===== config.mk =====
export PLATFORM = sky130hd
export DESIGN_NAME = sorted_timer_queue
export DESIGN_NICKNAME = d
export VERILOG_FILES = /design/src/hw/rtl/stq_pkg.sv /design/src/hw/rtl/sorted_timer_queue.sv /design/src/hw/rtl/stq_slot_mem.sv /design/src/hw/rtl/stq_mark_file.sv
export VERILOG_INCLUDE_DIRS = /design/src /design/src/hw/rtl
export SDC_FILE = /design/constraint.sdc
export NUM_CORES = 1
export LEC_CHECK = 0
export ABC_AREA = 1
export ABC_CLOCK_PERIOD_IN_PS = 5550
export BUFFER_PORTS_ARGS = -buffer_cell sky130_fd_sc_hd__buf_2
export CAP_MARGIN = 10
export CORE_MARGIN = 4
export CORE_UTILIZATION = 60
export DETAILED_ROUTE_END_ITERATION = 10
export PLACE_DENSITY_LB_ADDON = 0.15
export SYNTH_ARGS = -nofsm -noshare
export SYNTH_HDL_FRONTEND = slang
export SYNTH_SLANG_ARGS = --single-unit
export TNS_END_PERCENT = 5

===== constraint.sdc =====
create_clock -name clock -period 5.55 [get_ports clock]
set_input_delay 1.11 -clock clock [delete_from_list [all_inputs] [get_ports clock]]
set_output_delay 1.11 -clock clock [all_outputs]
set_load 0.1 [all_outputs]

===== src/hw/rtl/assert_macros.svh =====
// ----------------------------------------------------------------------------
// Assertion macros
// Clocked assertion wrappers shared by the sorted timer queue RTL.
// ----------------------------------------------------------------------------
`ifndef ASSERT_MACROS_SVH
`define ASSERT_MACROS_SVH

// Plain property, checked on every clock edge outside reset.
`define STQ_ASSERT(label, prop, msg) \
   label: assert property (@(posedge clock) disable iff (reset) (prop)) else $error(msg);

// Same-cycle implication, checked outside reset.
`define STQ_ASSERT_IMPL(label, ante, cons, msg) \
   label: assert property (@(posedge clock) disable iff (reset) (ante) |-> (cons)) else $error(msg);

`endif


===== src/hw/rtl/stq_pkg.sv =====
// ----------------------------------------------------------------------------
// Sorted timer queue package
// Shared codes, types and stream widths.
// ----------------------------------------------------------------------------
package stq_pkg;

   localparam int REQ_TDATA_W = 72;
   localparam int REQ_TUSER_W = 2;
   localparam int RSP_TDATA_W = 48;

   localparam logic [31:0] ALL_ONES = 32'hffff_ffff;

   typedef enum logic [1:0] {
      CMD_ALLOC = 2'd0,
      CMD_FREE  = 2'd1,
      CMD_SET   = 2'd2,
      CMD_NOP   = 2'd3
   } stq_cmd_type;

   typedef enum logic [1:0] {
      ST_OK      = 2'd0,
      ST_NO_FREE = 2'd1,
      ST_QUEUED  = 2'd2
   } stq_status_type;

   typedef enum logic [1:0] {
      MARK_FREE   = 2'd0,
      MARK_ALLOC  = 2'd1,
      MARK_QUEUED = 2'd2
   } stq_mark_type;

   typedef enum logic [11:0] {
      S_IDLE     = 12'b0000_0000_0001,
      S_DECODE   = 12'b0000_0000_0010,
      S_SCAN     = 12'b0000_0000_0100,
      S_HEAD_RD  = 12'b0000_0000_1000,
      S_WALK     = 12'b0000_0001_0000,
      S_WR_A     = 12'b0000_0010_0000,
      S_WR_B     = 12'b0000_0100_0000,
      S_U_HEAD   = 12'b0000_1000_0000,
      S_U_WALK   = 12'b0001_0000_0000,
      S_U_SPLICE = 12'b0010_0000_0000,
      S_U_DL     = 12'b0100_0000_0000,
      S_DONE     = 12'b1000_0000_0000
   } stq_state_type;

   // write strobes toward the slot memory
   typedef struct packed {
      logic we_deadline;
      logic we_link;
   } stq_wr_ctl_type;

endpackage


===== src/hw/rtl/sorted_timer_queue.sv =====
// ----------------------------------------------------------------------------
// Sorted timer queue
// Timer slot pool with a deadline-ordered linked queue, run by a sequencer.
// ----------------------------------------------------------------------------
//
//   channel | dir | tdata fields (low bit up)                      | tuser
//   --------+-----+------------------------------------------------+---------
//   req_    | in  | slot[3:0] timeout[35:4] current_time[67:36]    | command
//   rsp_    | out | status[1:0] granted_slot[5:2]                  | -
//           |     | next_deadline[37:6] queue_length[42:38]        |
//
// One request at a time. A transfer goes through accept, decode, the
// command's work and the load of the result register:
//   allocate: mark scan from slot 0 up to the lowest free slot, one a cycle
//   settime:  direct write at the head or into an empty queue, else a walk
//             (one link per cycle through the slot memory read port)
//   free:     mark only if unqueued, unlink at the head, else walk and splice
// Reset is synchronous and clears marks, queue head, length and deadline; the
// slot memory holds no reset state. A stalled result sits in the output
// register while the next request is already taken and worked on.
//
module sorted_timer_queue #(
   parameter int SLOT_COUNT = 16
) (
   input  logic                            clock,
   input  logic                            reset,
   // request stream
   input  logic                            req_tvalid,
   output logic                            req_tready,
   // slot[3:0], timeout[35:4], current_time[67:36], zero pad
   input  logic [stq_pkg::REQ_TDATA_W-1:0] req_tdata,
   // command[1:0]
   input  logic [stq_pkg::REQ_TUSER_W-1:0] req_tuser,
   // response stream
   output logic                            rsp_tvalid,
   input  logic                            rsp_tready,
   // status[1:0], granted_slot[5:2], next_deadline[37:6],
   // queue_length[42:38], zero pad
   output logic [stq_pkg::RSP_TDATA_W-1:0] rsp_tdata
);

`include "assert_macros.svh"

   localparam int SW = $clog2(SLOT_COUNT);       // slot index
   localparam int LW = $clog2(SLOT_COUNT + 1);   // link, holds "none" = SLOT_COUNT
   localparam int CW = $clog2(SLOT_COUNT + 1);   // queue length
   localparam logic [LW-1:0] NO_LINK = LW'(SLOT_COUNT);
   localparam logic [SW-1:0] LAST_SLOT = SW'(SLOT_COUNT - 1);

   // sequencer and request registers
   stq_pkg::stq_state_type  state_ff, state_in;
   stq_pkg::stq_cmd_type    cmd_ff, cmd_in;
   logic [3:0]              slot_ff, slot_in;
   logic [31:0]             dl_ff, dl_in;          // deadline of the settime
   logic [SW-1:0]           idx_ff, idx_in;        // allocate scan pointer
   logic [SW-1:0]           t_ff, t_in;            // entry whose link may change
   logic [LW-1:0]           nx_ff, nx_in;          // successor of the new entry
   stq_pkg::stq_status_type status_ff, status_in;
   logic [3:0]              granted_ff, granted_in;

   // queue state
   logic [SW-1:0]           head_ff, head_in;
   logic [CW-1:0]           count_ff, count_in;
   logic [31:0]             earliest_ff, earliest_in;

   // result register
   logic                    rsp_valid_ff, rsp_valid_in;
   logic [1:0]              rsp_status_ff, rsp_status_in;
   logic [3:0]              rsp_granted_ff, rsp_granted_in;
   logic [31:0]             rsp_deadline_ff, rsp_deadline_in;
   logic [4:0]              rsp_length_ff, rsp_length_in;

   // memory and mark file hookup
   logic [SW-1:0]           mem_rd_addr;
   logic [31:0]             mem_rd_deadline;
   logic [LW-1:0]           mem_rd_link;
   stq_pkg::stq_wr_ctl_type mem_wr_ctl;
   logic [SW-1:0]           mem_wr_addr;
   logic [31:0]             mem_wr_deadline;
   logic [LW-1:0]           mem_wr_link;

   logic [SW-1:0]           mark_rd_addr;
   stq_pkg::stq_mark_type   mark_rd;
   logic                    mark_we;
   logic [SW-1:0]           mark_wr_addr;
   stq_pkg::stq_mark_type   mark_wr;

   // shared deadline comparator: new deadline against head or walked entry
   logic [31:0]             cmp_b;
   logic                    cmp_le;

   logic [SW-1:0]           slot_idx;
   logic                    in_pool;
   logic                    link_none;

   // assertion helpers
   logic                    chk_idle_empty;   // idle with nothing queued
   logic                    chk_no_deadline;
   logic                    chk_in_done;
   logic                    chk_rsp_failed;   // result on offer, failed status

   assign slot_idx  = SW'(slot_ff);
   assign in_pool   = 32'(slot_ff) < SLOT_COUNT;
   assign link_none = mem_rd_link >= NO_LINK;
   assign cmp_b     = (state_ff == stq_pkg::S_WALK) ? mem_rd_deadline : earliest_ff;
   assign cmp_le    = dl_ff <= cmp_b;

   stq_slot_mem #(
      .DEPTH (SLOT_COUNT),
      .AW    (SW),
      .LW    (LW)
   ) u_mem (
      .clock       (clock),
      .rd_addr     (mem_rd_addr),
      .rd_deadline (mem_rd_deadline),
      .rd_link     (mem_rd_link),
      .wr_ctl      (mem_wr_ctl),
      .wr_addr     (mem_wr_addr),
      .wr_deadline (mem_wr_deadline),
      .wr_link     (mem_wr_link)
   );

   stq_mark_file #(
      .DEPTH (SLOT_COUNT),
      .AW    (SW)
   ) u_marks (
      .clock   (clock),
      .reset   (reset),
      .rd_addr (mark_rd_addr),
      .rd_mark (mark_rd),
      .wr_en   (mark_we),
      .wr_addr (mark_wr_addr),
      .wr_mark (mark_wr)
   );

   assign req_tready = (state_ff == stq_pkg::S_IDLE);
   assign rsp_tvalid = rsp_valid_ff;
   assign rsp_tdata  = {5'd0, rsp_length_ff, rsp_deadline_ff, rsp_granted_ff,
                        rsp_status_ff};

   always_comb begin
      state_in        = state_ff;
      cmd_in          = cmd_ff;
      slot_in         = slot_ff;
      dl_in           = dl_ff;
      idx_in          = idx_ff;
      t_in            = t_ff;
      nx_in           = nx_ff;
      status_in       = status_ff;
      granted_in      = granted_ff;
      head_in         = head_ff;
      count_in        = count_ff;
      earliest_in     = earliest_ff;
      rsp_valid_in    = rsp_valid_ff & ~rsp_tready;
      rsp_status_in   = rsp_status_ff;
      rsp_granted_in  = rsp_granted_ff;
      rsp_deadline_in = rsp_deadline_ff;
      rsp_length_in   = rsp_length_ff;

      mem_rd_addr     = t_ff;
      mem_wr_ctl      = '0;
      mem_wr_addr     = t_ff;
      mem_wr_deadline = dl_ff;
      mem_wr_link     = LW'(slot_idx);

      mark_rd_addr    = (state_ff == stq_pkg::S_SCAN) ? idx_ff : slot_idx;
      mark_we         = 1'b0;
      mark_wr_addr    = slot_idx;
      mark_wr         = stq_pkg::MARK_FREE;

      unique case (state_ff)
         stq_pkg::S_IDLE: begin
            if (req_tvalid) begin
               cmd_in     = stq_pkg::stq_cmd_type'(req_tuser);
               slot_in    = req_tdata[3:0];
               dl_in      = req_tdata[67:36] + req_tdata[35:4];
               idx_in     = '0;
               status_in  = stq_pkg::ST_OK;
               granted_in = 4'd0;
               state_in   = stq_pkg::S_DECODE;
            end
         end

         stq_pkg::S_DECODE: begin
            unique case (cmd_ff)
               stq_pkg::CMD_ALLOC: begin
                  state_in = stq_pkg::S_SCAN;
               end
               stq_pkg::CMD_FREE: begin
                  if (!in_pool) begin
                     state_in = stq_pkg::S_DONE;
                  end else begin
                     mark_we = 1'b1;
                     if (mark_rd != stq_pkg::MARK_QUEUED) begin
                        state_in = stq_pkg::S_DONE;
                     end else begin
                        count_in = count_ff - CW'(1);
                        if (head_ff == slot_idx) begin
                           mem_rd_addr = slot_idx;
                           state_in    = stq_pkg::S_U_HEAD;
                        end else begin
                           mem_rd_addr = head_ff;
                           t_in        = head_ff;
                           state_in    = stq_pkg::S_U_WALK;
                        end
                     end
                  end
               end
               stq_pkg::CMD_SET: begin
                  priority if (!in_pool) begin
                     state_in = stq_pkg::S_DONE;
                  end else if (mark_rd == stq_pkg::MARK_QUEUED) begin
                     status_in = stq_pkg::ST_QUEUED;
                     state_in  = stq_pkg::S_DONE;
                  end else if (count_ff == '0) begin
                     head_in     = slot_idx;
                     earliest_in = dl_ff;
                     nx_in       = NO_LINK;
                     state_in    = stq_pkg::S_WR_B;
                  end else if (cmp_le) begin
                     // ties go in front of the head
                     nx_in       = LW'(head_ff);
                     head_in     = slot_idx;
                     earliest_in = dl_ff;
                     state_in    = stq_pkg::S_WR_B;
                  end else begin
                     mem_rd_addr = head_ff;
                     t_in        = head_ff;
                     state_in    = stq_pkg::S_HEAD_RD;
                  end
               end
               default: begin
                  state_in = stq_pkg::S_DONE;
               end
            endcase
         end

         stq_pkg::S_SCAN: begin
            priority if (mark_rd == stq_pkg::MARK_FREE) begin
               mark_we      = 1'b1;
               mark_wr_addr = idx_ff;
               mark_wr      = stq_pkg::MARK_ALLOC;
               granted_in   = 4'(idx_ff);
               state_in     = stq_pkg::S_DONE;
            end else if (idx_ff == LAST_SLOT) begin
               status_in = stq_pkg::ST_NO_FREE;
               state_in  = stq_pkg::S_DONE;
            end else begin
               idx_in = idx_ff + SW'(1);
            end
         end

         // link word of the head is in; start the walk or append
         stq_pkg::S_HEAD_RD: begin
            if (link_none) begin
               nx_in    = NO_LINK;
               state_in = stq_pkg::S_WR_A;
            end else begin
               mem_rd_addr = mem_rd_link[SW-1:0];
               nx_in       = mem_rd_link;
               state_in    = stq_pkg::S_WALK;
            end
         end

         // nx_ff is the entry just read; its deadline and link are in
         stq_pkg::S_WALK: begin
            if (cmp_le) begin
               state_in = stq_pkg::S_WR_A;
            end else begin
               t_in = nx_ff[SW-1:0];
               if (link_none) begin
                  nx_in    = NO_LINK;
                  state_in = stq_pkg::S_WR_A;
               end else begin
                  mem_rd_addr = mem_rd_link[SW-1:0];
                  nx_in       = mem_rd_link;
               end
            end
         end

         stq_pkg::S_WR_A: begin
            mem_wr_ctl.we_link = 1'b1;
            mem_wr_addr        = t_ff;
            mem_wr_link        = LW'(slot_idx);
            state_in           = stq_pkg::S_WR_B;
         end

         stq_pkg::S_WR_B: begin
            mem_wr_ctl.we_link     = 1'b1;
            mem_wr_ctl.we_deadline = 1'b1;
            mem_wr_addr            = slot_idx;
            mem_wr_link            = nx_ff;
            mem_wr_deadline        = dl_ff;
            mark_we                = 1'b1;
            mark_wr                = stq_pkg::MARK_QUEUED;
            count_in               = count_ff + CW'(1);
            state_in               = stq_pkg::S_DONE;
         end

         // head removed: link of the old head becomes the new head, or the queue empties
         stq_pkg::S_U_HEAD: begin
            if (link_none || count_ff == '0) begin
               head_in     = '0;
               earliest_in = stq_pkg::ALL_ONES;
               state_in    = stq_pkg::S_DONE;
            end else begin
               head_in     = mem_rd_link[SW-1:0];
               mem_rd_addr = mem_rd_link[SW-1:0];
               state_in    = stq_pkg::S_U_DL;
            end
         end

         stq_pkg::S_U_DL: begin
            earliest_in = mem_rd_deadline;
            state_in    = stq_pkg::S_DONE;
         end

         // link word of t_ff is in
         stq_pkg::S_U_WALK: begin
            priority if (link_none) begin
               state_in = stq_pkg::S_DONE;
            end else if (mem_rd_link == LW'(slot_idx)) begin
               mem_rd_addr = slot_idx;
               state_in    = stq_pkg::S_U_SPLICE;
            end else begin
               t_in        = mem_rd_link[SW-1:0];
               mem_rd_addr = mem_rd_link[SW-1:0];
            end
         end

         // bridge predecessor over the freed slot
         stq_pkg::S_U_SPLICE: begin
            mem_wr_ctl.we_link = 1'b1;
            mem_wr_addr        = t_ff;
            mem_wr_link        = mem_rd_link;
            state_in           = stq_pkg::S_DONE;
         end

         stq_pkg::S_DONE: begin
            if (!rsp_valid_ff || rsp_tready) begin
               rsp_valid_in    = 1'b1;
               rsp_status_in   = status_ff;
               rsp_granted_in  = granted_ff;
               rsp_deadline_in = earliest_ff;
               rsp_length_in   = 5'(count_ff);
               state_in        = stq_pkg::S_IDLE;
            end
         end

         default: begin
            state_in = stq_pkg::S_IDLE;
         end
      endcase
   end

   always_ff @(posedge clock) begin
      if (reset) begin
         state_ff     <= stq_pkg::S_IDLE;
         head_ff      <= '0;
         count_ff     <= '0;
         earliest_ff  <= stq_pkg::ALL_ONES;
         rsp_valid_ff <= 1'b0;
      end else begin
         state_ff     <= state_in;
         head_ff      <= head_in;
         count_ff     <= count_in;
         earliest_ff  <= earliest_in;
         rsp_valid_ff <= rsp_valid_in;
      end
   end

   always_ff @(posedge clock) begin
      cmd_ff          <= cmd_in;
      slot_ff         <= slot_in;
      dl_ff           <= dl_in;
      idx_ff          <= idx_in;
      t_ff            <= t_in;
      nx_ff           <= nx_in;
      status_ff       <= status_in;
      granted_ff      <= granted_in;
      rsp_status_ff   <= rsp_status_in;
      rsp_granted_ff  <= rsp_granted_in;
      rsp_deadline_ff <= rsp_deadline_in;
      rsp_length_ff   <= rsp_length_in;
   end

   // ---------------------------------------------------------------------
   // assertions
   // ---------------------------------------------------------------------
   // count and deadline move in different cycles of one command; they only
   // agree once the sequencer is back in idle
   assign chk_idle_empty  = (state_ff == stq_pkg::S_IDLE) && (count_ff == '0);
   assign chk_no_deadline = (earliest_ff == stq_pkg::ALL_ONES);
   assign chk_in_done     = (state_ff == stq_pkg::S_DONE);
   assign chk_rsp_failed  = rsp_valid_ff && (rsp_status_ff != stq_pkg::ST_OK);

   `STQ_ASSERT(a_count_bound, count_ff <= CW'(SLOT_COUNT), "queue length beyond pool size")
   `STQ_ASSERT_IMPL(a_empty_deadline, chk_idle_empty, chk_no_deadline, "deadline on empty queue")
   `STQ_ASSERT_IMPL(a_rsp_from_done, $rose(rsp_valid_ff), $past(chk_in_done), "stray result")
   `STQ_ASSERT_IMPL(a_grant_only_ok, chk_rsp_failed, rsp_granted_ff == 4'd0, "failed grant")

endmodule


===== src/hw/rtl/stq_slot_mem.sv =====
// ----------------------------------------------------------------------------
// Slot memory
// Deadline and link words per slot; one write, one registered read a cycle.
// ----------------------------------------------------------------------------
module stq_slot_mem #(
   parameter int DEPTH = 16,
   parameter int AW    = 4,
   parameter int LW    = 5
) (
   input  logic                    clock,
   input  logic [AW-1:0]           rd_addr,
   output logic [31:0]             rd_deadline,
   output logic [LW-1:0]           rd_link,
   input  stq_pkg::stq_wr_ctl_type wr_ctl,
   input  logic [AW-1:0]           wr_addr,
   input  logic [31:0]             wr_deadline,
   input  logic [LW-1:0]           wr_link
);

   logic [31:0]   deadline_mem [DEPTH];
   logic [LW-1:0] link_mem     [DEPTH];
   logic [31:0]   rd_deadline_ff;
   logic [LW-1:0] rd_link_ff;

   always_ff @(posedge clock) begin
      if (wr_ctl.we_deadline) begin
         deadline_mem[wr_addr] <= wr_deadline;
      end
      if (wr_ctl.we_link) begin
         link_mem[wr_addr] <= wr_link;
      end
      rd_deadline_ff <= deadline_mem[rd_addr];
      rd_link_ff     <= link_mem[rd_addr];
   end

   assign rd_deadline = rd_deadline_ff;
   assign rd_link     = rd_link_ff;

endmodule


===== src/hw/rtl/stq_mark_file.sv =====
// ----------------------------------------------------------------------------
// Slot mark file
// Free / allocated / queued mark per slot, cleared by reset.
// ----------------------------------------------------------------------------
module stq_mark_file #(
   parameter int DEPTH = 16,
   parameter int AW    = 4
) (
   input  logic                  clock,
   input  logic                  reset,
   input  logic [AW-1:0]         rd_addr,
   output stq_pkg::stq_mark_type rd_mark,
   input  logic                  wr_en,
   input  logic [AW-1:0]         wr_addr,
   input  stq_pkg::stq_mark_type wr_mark
);

   stq_pkg::stq_mark_type mark_ff [DEPTH];

   always_ff @(posedge clock) begin
      if (reset) begin
         for (int i = 0; i < DEPTH; i++) begin
            mark_ff[i] <= stq_pkg::MARK_FREE;
         end
      end else if (wr_en) begin
         mark_ff[wr_addr] <= wr_mark;
      end
   end

   assign rd_mark = mark_ff[rd_addr];

endmodule

## Word-level counts from Yosys, hierarchy flattened

Memory sizes are Yosys's and may differ from the RTL's. A register that Yosys moved wholly into a read port is not among the register bits.
Index checks and enable logic that the tools add are counted.

- Memories kept: 3
- Output and inout port bits: 50
- Memory bits (writable): 624
- Input port bits: 78
- Bits in registers: 154

- Bitwise logic cells: 2
- Equal/unequal tests: 41
- Reduce and logical (&&, ||, !) cells: 27
- Mux-type cells: 97
- Add/subtract/negate cells: 4
- $lt $le $gt $ge: 2

Memory list:

| memory | words | width | read ports | clocked after Yosys merged registers in | wr ports | line | RTL |
|---|---|---|---|---|---|---|---|
| u_mem.deadline_mem | 16 | 32 | 1 | 1 | 1 | stq_slot_mem.sv:20 | `logic [31:0] deadline_mem [DEPTH];` |
| u_mem.link_mem | 16 | 5 | 1 | 1 | 1 | stq_slot_mem.sv:21 | `logic [LW-1:0] link_mem [DEPTH];` |
| u_marks.mark_ff | 16 | 2 | 1 | 0 | 16 | stq_mark_file.sv:18 | `stq_pkg::stq_mark_type mark_ff [DEPTH];` |

Operator list:

| kind | count |
|---|---|
| 32-bit two-way mux | 6 |
| 12-bit two-way mux | 11 |
| 12-bit case mux with 10 select lines | 1 |
| 4-bit two-way mux | 29 |
| 32-bit case mux with 3 select lines | 1 |
| 5-bit two-way mux | 8 |
| 4-bit case mux with 2 select lines | 5 |
| 12-bit case mux with 3 select lines | 1 |
| 32-bit adder | 1 |
| 32-bit less-or-equal comparator | 1 |
| 2-bit inequality test, second input constant | 12 |
| 4-bit case mux with 5 select lines | 1 |
| 5-bit case mux with 2 select lines | 2 |
| 1-bit two-way mux | 17 |
| 3-bit inequality test, second input constant | 5 |
| 5-bit case mux with 3 select lines | 1 |
| 5-bit AND reduction | 3 |
| 7-bit two-way mux | 2 |
| 12-bit by 1-bit equality test with 1-bit output, second input constant | 1 |
| 12-bit by 10-bit equality test with 1-bit output, second input constant | 1 |
| 12-bit by 11-bit equality test with 1-bit output, second input constant | 1 |
| 12-bit equality test, second input constant | 1 |
| 12-bit by 2-bit equality test with 1-bit output, second input constant | 1 |
| 12-bit by 3-bit equality test with 1-bit output, second input constant | 1 |
| other kinds (40) | 60 |

## Longest topological paths before layout

Gate-level depths: netlist (run 1).
An unclocked memory read counts as a cell.

- Depth in word-level cells: 11
- Gate-level depth with buffers: 41

## By module

Synthesis (run 1) repeated with hierarchy kept, for this count alone.

- Cell total of the unflattened synthesis: 3893
- Area total of the unflattened synthesis: 37998.9 sq um

Modules (own cells, without submodules):

| module | cells each | sequential area each (sq um) | times used | area an instance (sq um) |
|---|---|---|---|---|
| stq_slot_mem | 2480 | 18517.8 | 1 | 26331.5 |
| sorted_timer_queue | 1199 | 4083.9 | 1 | 9943.3 |
| stq_mark_file | 214 | 960.9 | 1 | 1724.2 |

## Least setup slack after synthesis (run 1)

Ideal clock, no wire load.

- Path kind: flip-flop to flip-flop
- Start: register state_ff[0]
- End: register nx_ff[0], enable pin
- Data required time: 5.153 ns
- Path slack: 1.108 ns
- Setup time: 0.397 ns
- Stages on the path, launching flop included: 23
- Buffers on the path: 2
- Arrival: 4.044 ns
- Cells stage by stage: dfxtp_1 > nor2_1 > inv_1 > nor2_1 > inv_1 > nor2_1 > nand2_1 > inv_1 > clkbuf_1 > clkbuf_1 > nand2_1 > o21ai_0 > ha_1 > nand2_1 > nor2_1 > nand4_1 > nor4_1 > nand3b_1 > nand2_1 > nor2_1 > inv_1 > nor2_1 > a2111oi_0

- Word-level cells in the longest chain between the ends: 6
- Elaborated cells on any way between the ends: 15
- Those cells by class: order compare (1); eq/ne (9); mux (2); reduce/logical (2); memory (1)

Ends and longest elaborated chain:

| what | line | RTL |
|---|---|---|
| start: declaration | sorted_timer_queue.sv:51 | `stq_pkg::stq_state_type state_ff, state_in;` |
| start signal: assignment | sorted_timer_queue.sv:358 | `state_ff <= stq_pkg::S_IDLE;` |
| start signal: assignment | sorted_timer_queue.sv:364 | `state_ff <= state_in;` |
| branches (longest 5 deep; another with 32-bit less-or-equal comparator) | -- |  |
| 5-bit AND reduction (no source line) * | -- |  |
| end signal: assignment | sorted_timer_queue.sv:378 | `nx_ff <= nx_in;` |
| end: declaration | sorted_timer_queue.sv:57 | `logic [LW-1:0] nx_ff, nx_in;` |

Every way passes the cells marked *.
A chain may end at the register's enable or synchronous reset.

## Worst setup path after layout (run 1)

- Start: register state_ff[0]
- End: register u_mem.rd_deadline_ff[24], in the netlist u_mem.rd_deadline[24], read port of u_mem.deadline_mem

- Word-level cells in the longest chain between the ends: 8
- Elaborated cells on any way between the ends: 19
- Those cells by class: order compare (1); eq/ne (8); mux (9); memory (1)

Ends and longest elaborated chain:

| what | line | RTL |
|---|---|---|
| 12-bit by 5-bit equality test with 1-bit output | sorted_timer_queue.sv:105, sorted_timer_queue.sv:171 |  |
| 32-bit two-way mux | sorted_timer_queue.sv:105 | `assign cmp_b = (state_ff == stq_pkg::S_WALK) ? mem_rd_deadline : earliest_ff;` |
| 32-bit less-or-equal comparator | sorted_timer_queue.sv:106 | `assign cmp_le = dl_ff <= cmp_b;` |
| 4-bit two-way mux (2 in a row) | -- |  |
| 4-bit two-way mux | sorted_timer_queue.sv:212 | `end else if (mark_rd == stq_pkg::MARK_QUEUED) begin` |
| 4-bit case mux with 2 select lines | sorted_timer_queue.sv:185 | `unique case (cmd_ff)` |
| 4-bit case mux with 5 select lines * | sorted_timer_queue.sv:171 | `unique case (state_ff)` |
| end: declaration | stq_slot_mem.sv:22 | `logic [31:0] rd_deadline_ff;` |

Mark *: on every way between the ends. The rest lies on a longest branch, timed or not.

==> results of run 1 <==
## final cells by class
cell class	instances	area (um^2)	area share
antenna	1	2.50	0.0000589
clock buffer	116	2380	0.0560
clock inverter	41	338	0.00795
inverter	551	2070	0.0488
multi-input combinational	2241	11500	0.271
sequential	815	23600	0.555
tap	837	1050	0.0247
timing repair buffer	204	1550	0.0366
## kinds of logic (layout without fill, tap and decap cells)
kind of cell	count (synthesis)	count (layout)
DFF	815	815
AOI/OAI and AO/OA	287	287
and+or+nand+nor	1836	1837
xor gates and xnor gates	39	39
buffers and inverters	753	912
adders and majority gates	73	73
other	1	6
## synth_stat cells, drive strengths merged, types with 2 or more instances
master,number,area [um^2]
o311ai,10,87.6
o21ai,88,444
o21a,3,22.5
nor2,176,684
o211ai,25,188
clkbuf,76,285
o31ai,2,15.0
clkinv,2,7.51
xnor2,14,123
ha,71,888
dfxtp,91,1820
edfxtp,724,21700
nand3b,75,563
nand4,9,56.3
xor2,25,219
buf,126,677
inv,549,2060
a22oi,5,42.5
nand3,731,3670
nor3,21,105
a21boi,5,37.5
a211oi,8,60.1
a21oi,95,479
a31oi,7,43.8
nand2,811,3100
o221ai,5,43.8
a21o,2,15.0
o21bai,4,30.0
o2111ai,5,43.8
o22ai,22,138
fa,2,40.0
nor4,10,62.6
## final timing paths
path                 start  cells past startpoint               endpoint  slack (ns)
max            state_ff[0]                     32  u_mem.rd_deadline[24]        0.38
max reg2reg    state_ff[0]                     32  u_mem.rd_deadline[24]        0.38
min reg2reg  granted_ff[2]                      0      rsp_granted_ff[2]        0.42
min          granted_ff[2]                      0      rsp_granted_ff[2]        0.42
## state kept, by name (all words and copies together), names as in the netlist, 12 cells and up
register / count
dl_ff: 32
u_mem.link_mem: 80
earliest_ff: 32
u_mem.deadline_mem: 512
u_mem.rd_deadline: 32
state_ff: 12
u_marks.mark_ff: 32
rsp_deadline_ff: 32
## metal layers
| metal | vias up | routed length (um) | GRT usage |
|---|---|---|---|
| met5 | - | 30 | 0 |
| met4 | 4 | 3150 | 0.106 |
| met3 | 204 | 10300 | 0.0497 |
| met2 | 1382 | 44700 | 0.454 |
| met1 | 13100 | 39300 | 0.404 |
| li1 | 13100 | - | - |
## timing repair
item	4_1_cts	5_1_grt
endpoints found under the hold margin	0	0
endpoints found under the setup margin	0	36
gates resized for setup	0	4
setup buffers	0	0
## per-stage QoR
stage	power (mW)	area, um^2	instances
after floorplan	9.44	37800	3808
after global placement	10.4	39700	4647
after detailed placement	10.4	39700	4647
after CTS	15.9	42400	4804
after global routing	16.6	42500	4805
final	15.9	42500	4806
## cell usage in the layout, fill, tap and decap left out, drive strengths merged, types with 10 or more instances in the layout
| master | synthesis | routed |
|---|---|---|
| buf | 126 | 204 |
| clkinv | 2 | 33 |
| nor2 | 176 | 176 |
| ha | 71 | 71 |
| nand3 | 731 | 731 |
| o311ai | 10 | 10 |
| nor4 | 10 | 10 |
| edfxtp | 724 | 724 |
| nor3 | 21 | 21 |
| a21oi | 95 | 95 |
| nand2 | 811 | 812 |
| nand3b | 75 | 75 |
| xor2 | 25 | 25 |
| o211ai | 25 | 25 |
| dfxtp | 91 | 91 |
| inv | 549 | 553 |
| clkbuf | 76 | 116 |
| o22ai | 22 | 22 |
| xnor2 | 14 | 14 |
| o21ai | 88 | 88 |
## power groups by stage
stage	clock, mW	combinational (mW)	sequential (mW)
2_1_floorplan	0	1.90	7.55
3_3_place_gp	0	2.74	7.64
3_5_place_dp	0	2.78	7.66
4_1_cts	5.59	2.80	7.53
5_1_grt	5.86	3.13	7.57
6_report	5.53	2.84	7.54
==> metrics.yaml, run 1 <==
cp-end-kind: "flop"
ir_drop_mv: 0.260
cp_max_fo: 51
layout-drive-gt1-share: 0.0975
finalCritPeriodShare: 0.931
setup_viol: 0
final_util: 0.684
hold_viol: 0
grt_pass1_wl_mm: 148
clock_latency_ns: 0.64
die_h_um: 259
cp_num_buf_inv: 5
grt_max_degree: 114
cts_buffer_depth: 3
period_needed_ns: 5.17
yosys_warnings: 0
place_hpwl_mm: 58.1
track_usage: 0.287
worst_pin_slew_ns: 0.994
fin_ws_ns: 0.383
ys_seq_elements: 815
synthXorXnorAreaFrac: 0.00903
max_clock_freq_ghz: 0.194
synth-edff-count: 724
grt-ovfl-total: 0
max_stage_delay_ns: 0.34
cts_sinks: 815
pre_cts_ws_ns: 0.310
ant_nets: 0
syn_area_mm2: 0.0378
finalMaxSlewViolations: 0
die_x_um: 259
hold_slack_ns: 0.420
drv_cap: 0
seq_power_share: 0.474
ys_seq_area_frac: 0.623
clk_pin_slew_ns: 0.07
run_status: "complete, no violations"
core_mm2: 0.0621
critPathSlowestCell: "dfxtp_1"
worstSetupPathType: "reg -> reg"
grt_pass1_vias: 25800
routed_wirelength_mm: 97.5
power_frac_clock: 0.347
max-slew-margin-rel: 0.336
drt-wirelength-per-cell_um: 20.3
syn2layout_area_growth_pct: 12.3
synthCells: 3804
swShare: 0.291
initial_core_util: 0.610
combPwrFrac: 0.179
cts_tree: "built"
drc: 0
synth.avg_cell_area_um2: 9.94
p_sw_mw: 4.62
numCtsBuffers: 84
tns_ns: 0
gp_congestion: 0.903
ioPinCount: 128
rows: 91
synth_top_family_by_area: "simple AND/OR/NAND/NOR gates"
startpoint_type: "flop"
io_buffers: 118
fillCellCount: 4605
p_leak_nw: 17.8
worstPathArrival_ns: 5.69
power_density_mw_per_mm2: 374
worstPathRequired_ns: 6.07
antenna_found_initial: 5
cts_root_buf: "clkbuf_16"
synthSimpleGateAreaFrac: 0.218
netlist-cell-type-count: 51
hold_path_class: "reg -> reg"
synth-main-ff-cell: "edfxtp_1"
cts_hold_buf: 0
drtPass1Iterations: 6
cp_top_family: "simple AND/OR/NAND/NOR gates"
rsz0062_at_grt: "no"
num_vias: 27700
cts_max_level: 3
dieArea_mm2: 0.0671
yosys-mux-area-fraction: 0
skew_ns: 0.0214
internal-power_mw: 11.3
first_iter_violations: 3024
path_common_cell: "nand2_1"
synth_compound_area_frac: 0.0449
synthArstFlopShare: 0
vias_per_cell: 5.77
synthAdderAreaFrac: 0.0245
final_nets: 4048
Note: power is estimated with default switching activity, not from simulation.
==> run 2, diff against run 1 <==
--- a/config.mk
+++ b/config.mk
@@ -14,7 +14,9 @@
 export CORE_UTILIZATION = 60
 export DETAILED_ROUTE_END_ITERATION = 10
 export PLACE_DENSITY_LB_ADDON = 0.15
+export SETUP_SLACK_MARGIN = 0.5
+export SKIP_CTS_REPAIR_TIMING = 1
 export SYNTH_ARGS = -nofsm -noshare
 export SYNTH_HDL_FRONTEND = slang
 export SYNTH_SLANG_ARGS = --single-unit
-export TNS_END_PERCENT = 5
+export TNS_END_PERCENT = 10
==> metrics.yaml, run 2 (synthesis results as in run 1) <==
layout-drive-gt1-share: 0.105  # was 0.0975
syn2layout_area_growth_pct: 13.7  # was 12.3%
first_iter_violations: 3004  # was 3,024
die_x_um: 259  # unchanged
cp-end-kind: "flop"  # unchanged
grt_pass1_wl_mm: 148  # unchanged
cts_sinks: 815  # unchanged
grt_max_degree: 114  # unchanged
ant_nets: 0  # unchanged
final_util: 0.693  # was 0.684
startpoint: "state_ff[0]"  # unchanged
clock_latency_ns: 0.64  # about the same
top_regs: "u_mem.deadline_mem x512, u_mem.link_mem x80"  # unchanged
regMostFlops: "u_mem.deadline_mem"  # unchanged
worstPathArrival_ns: 5.27  # was 5.69 ns
design_area_mm2: 0.0430  # was 0.0425 mm^2
r2r_slack_ns: 0.79  # was 0.38 ns
final_nets: 4073  # was 4,048
ir_drop_mv: 0.261  # was 0.260 mV
layout_common_cells: "nand2_1, nand3_1, edfxtp_1"  # unchanged
cts_max_level: 3  # unchanged
skew_ns: 0.0192  # was 0.0214 ns
fillCellCount: 4549  # was 4,605
initial_core_util: 0.610  # unchanged
worstSetupPathType: "reg -> reg"  # unchanged
place_hpwl_mm: 58.1  # unchanged
num_vias: 28100  # was 27,700
placed_cells: 4647  # unchanged
startpoint_type: "flop"  # unchanged
antenna_found_initial: 5  # unchanged
routed_wirelength_mm: 101  # was 97.5 mm
r2r-start: "state_ff[0]"  # unchanged
io_buffers: 118  # unchanged
cts_root_buf: "clkbuf_16"  # unchanged
drv_cap: 0  # unchanged
drt-wirelength-per-cell_um: 20.9  # was 20.3 um
p_leak_nw: 18.1  # was 17.8 nW
rows: 91  # unchanged
track_usage: 0.287  # unchanged
final_cell_count_no_fill: 4830  # was 4,806
finalCritPeriodShare: 0.857  # was 0.931
worst_pin_slew_ns: 1.01  # was 0.994 ns
period_needed_ns: 4.76  # was 5.17 ns
dieArea_mm2: 0.0671  # unchanged
max-slew-margin-rel: 0.325  # was 0.336
finalMaxSlewViolations: 0  # unchanged
hold_path_class: "reg -> reg"  # unchanged
drtPass1Iterations: 5  # was 6
numCtsBuffers: 84  # unchanged
hold_viol: 0  # unchanged
hp-start: "granted_ff[2]"  # unchanged
worstPathRequired_ns: 6.07  # about the same
cp_max_fo: 30  # was 51
power_density_mw_per_mm2: 374  # about the same
die_h_um: 259  # unchanged
grt-ovfl-total: 0  # unchanged
core_mm2: 0.0621  # unchanged
largest_reg_flops: 512  # unchanged
run_status: "complete, no violations"  # unchanged
max_stage_delay_ns: 0.41  # was 0.34 ns
setup_viol: 0  # unchanged
drc: 0  # unchanged
gp_congestion: 0.903  # unchanged
num_antenna_cells: 0  # was 1
rr_endpoint: "u_mem.rd_deadline[31]"  # was u_mem.rd_deadline[24]
crit_path_end: "u_mem.rd_deadline[31]"  # was u_mem.rd_deadline[24]
max_clock_freq_ghz: 0.210  # was 0.194 GHz
vias_per_cell: 5.82  # was 5.77
cts_tree: "built"  # unchanged
cts_buffer_depth: 3  # unchanged
rsz0062_at_grt: "no"  # unchanged
ioPinCount: 128  # unchanged
mostFrequentLayoutCell: "nand2_1"  # unchanged
tns_ns: 0  # unchanged
clk_pin_slew_ns: 0.07  # about the same
rr_worst_depth: 28  # was 32
critPathSlowestCell: "buf_6"  # was dfxtp_1
grt_pass1_vias: 25800  # unchanged
postPlaceCellArea_mm2: 0.0397  # unchanged
power.total_mw: 16.1  # was 15.9 mW
==> run 2: layout make-up <==
type | count | area [um^2] | share of cell area
clock buffer | 116 | 2380 | 0.0553
clock inverter | 41 | 338 | 0.00786
inverter | 551 | 2080 | 0.0483
multi-input combinational | 2244 | 11600 | 0.270
sequential | 815 | 23600 | 0.548
tap | 837 | 1050 | 0.0244
timing repair buffer | 225 | 2000 | 0.0466
timing repair inverter | 1 | 5.00 | 0.000116
==> run 2: through the flow <==
step,hold WS [ns],worst slack (ns)
2_1_floorplan,0.400,1.11
3_3_place_gp,0.402,0.317
3_5_place_dp,0.408,0.310
4_1_cts,0.420,0.244
5_1_grt,0.422,0.514
6_report,0.420,0.795
==> run 2: how the worst min path moves through the flow <==
| stage | end | depth (start not counted) |
|---|---|---|
| 4_1_cts | rsp_granted_ff[2] | 0 |
| 3_3_place_gp | rsp_granted_ff[2] | 0 |
| 6_report | rsp_granted_ff[2] | 0 |
| 3_5_place_dp | rsp_granted_ff[2] | 0 |
| 2_1_floorplan | rsp_granted_ff[0] | 0 |
| 5_1_grt | rsp_granted_ff[2] | 0 |
==> run 2: metal layers <==
metal | wire length [um] | GRT usage | vias up
met2 | 46300 | 0.454 | 1474
met5 | 30 | 0 | -
met1 | 40300 | 0.404 | 13300
met4 | 3400 | 0.106 | 4
li1 | - | - | 13100
met3 | 10800 | 0.0497 | 228
==> run 2: critical path: cells and delay by family, from the launching register on <==
kind            cells  cell delay (ns)
flops               1             0.34
fa+ha+maj           1             0.30
compound gates      3             0.56
buf+inv             8             1.32
simple gates       16             2.12
==> run 2: power breakdown <==
group	switching, mW	internal (mW)	leakage, nW
clock	2.33	3.20	1.34
combinational	2.03	0.982	9.36
sequential	0.343	7.20	7.38
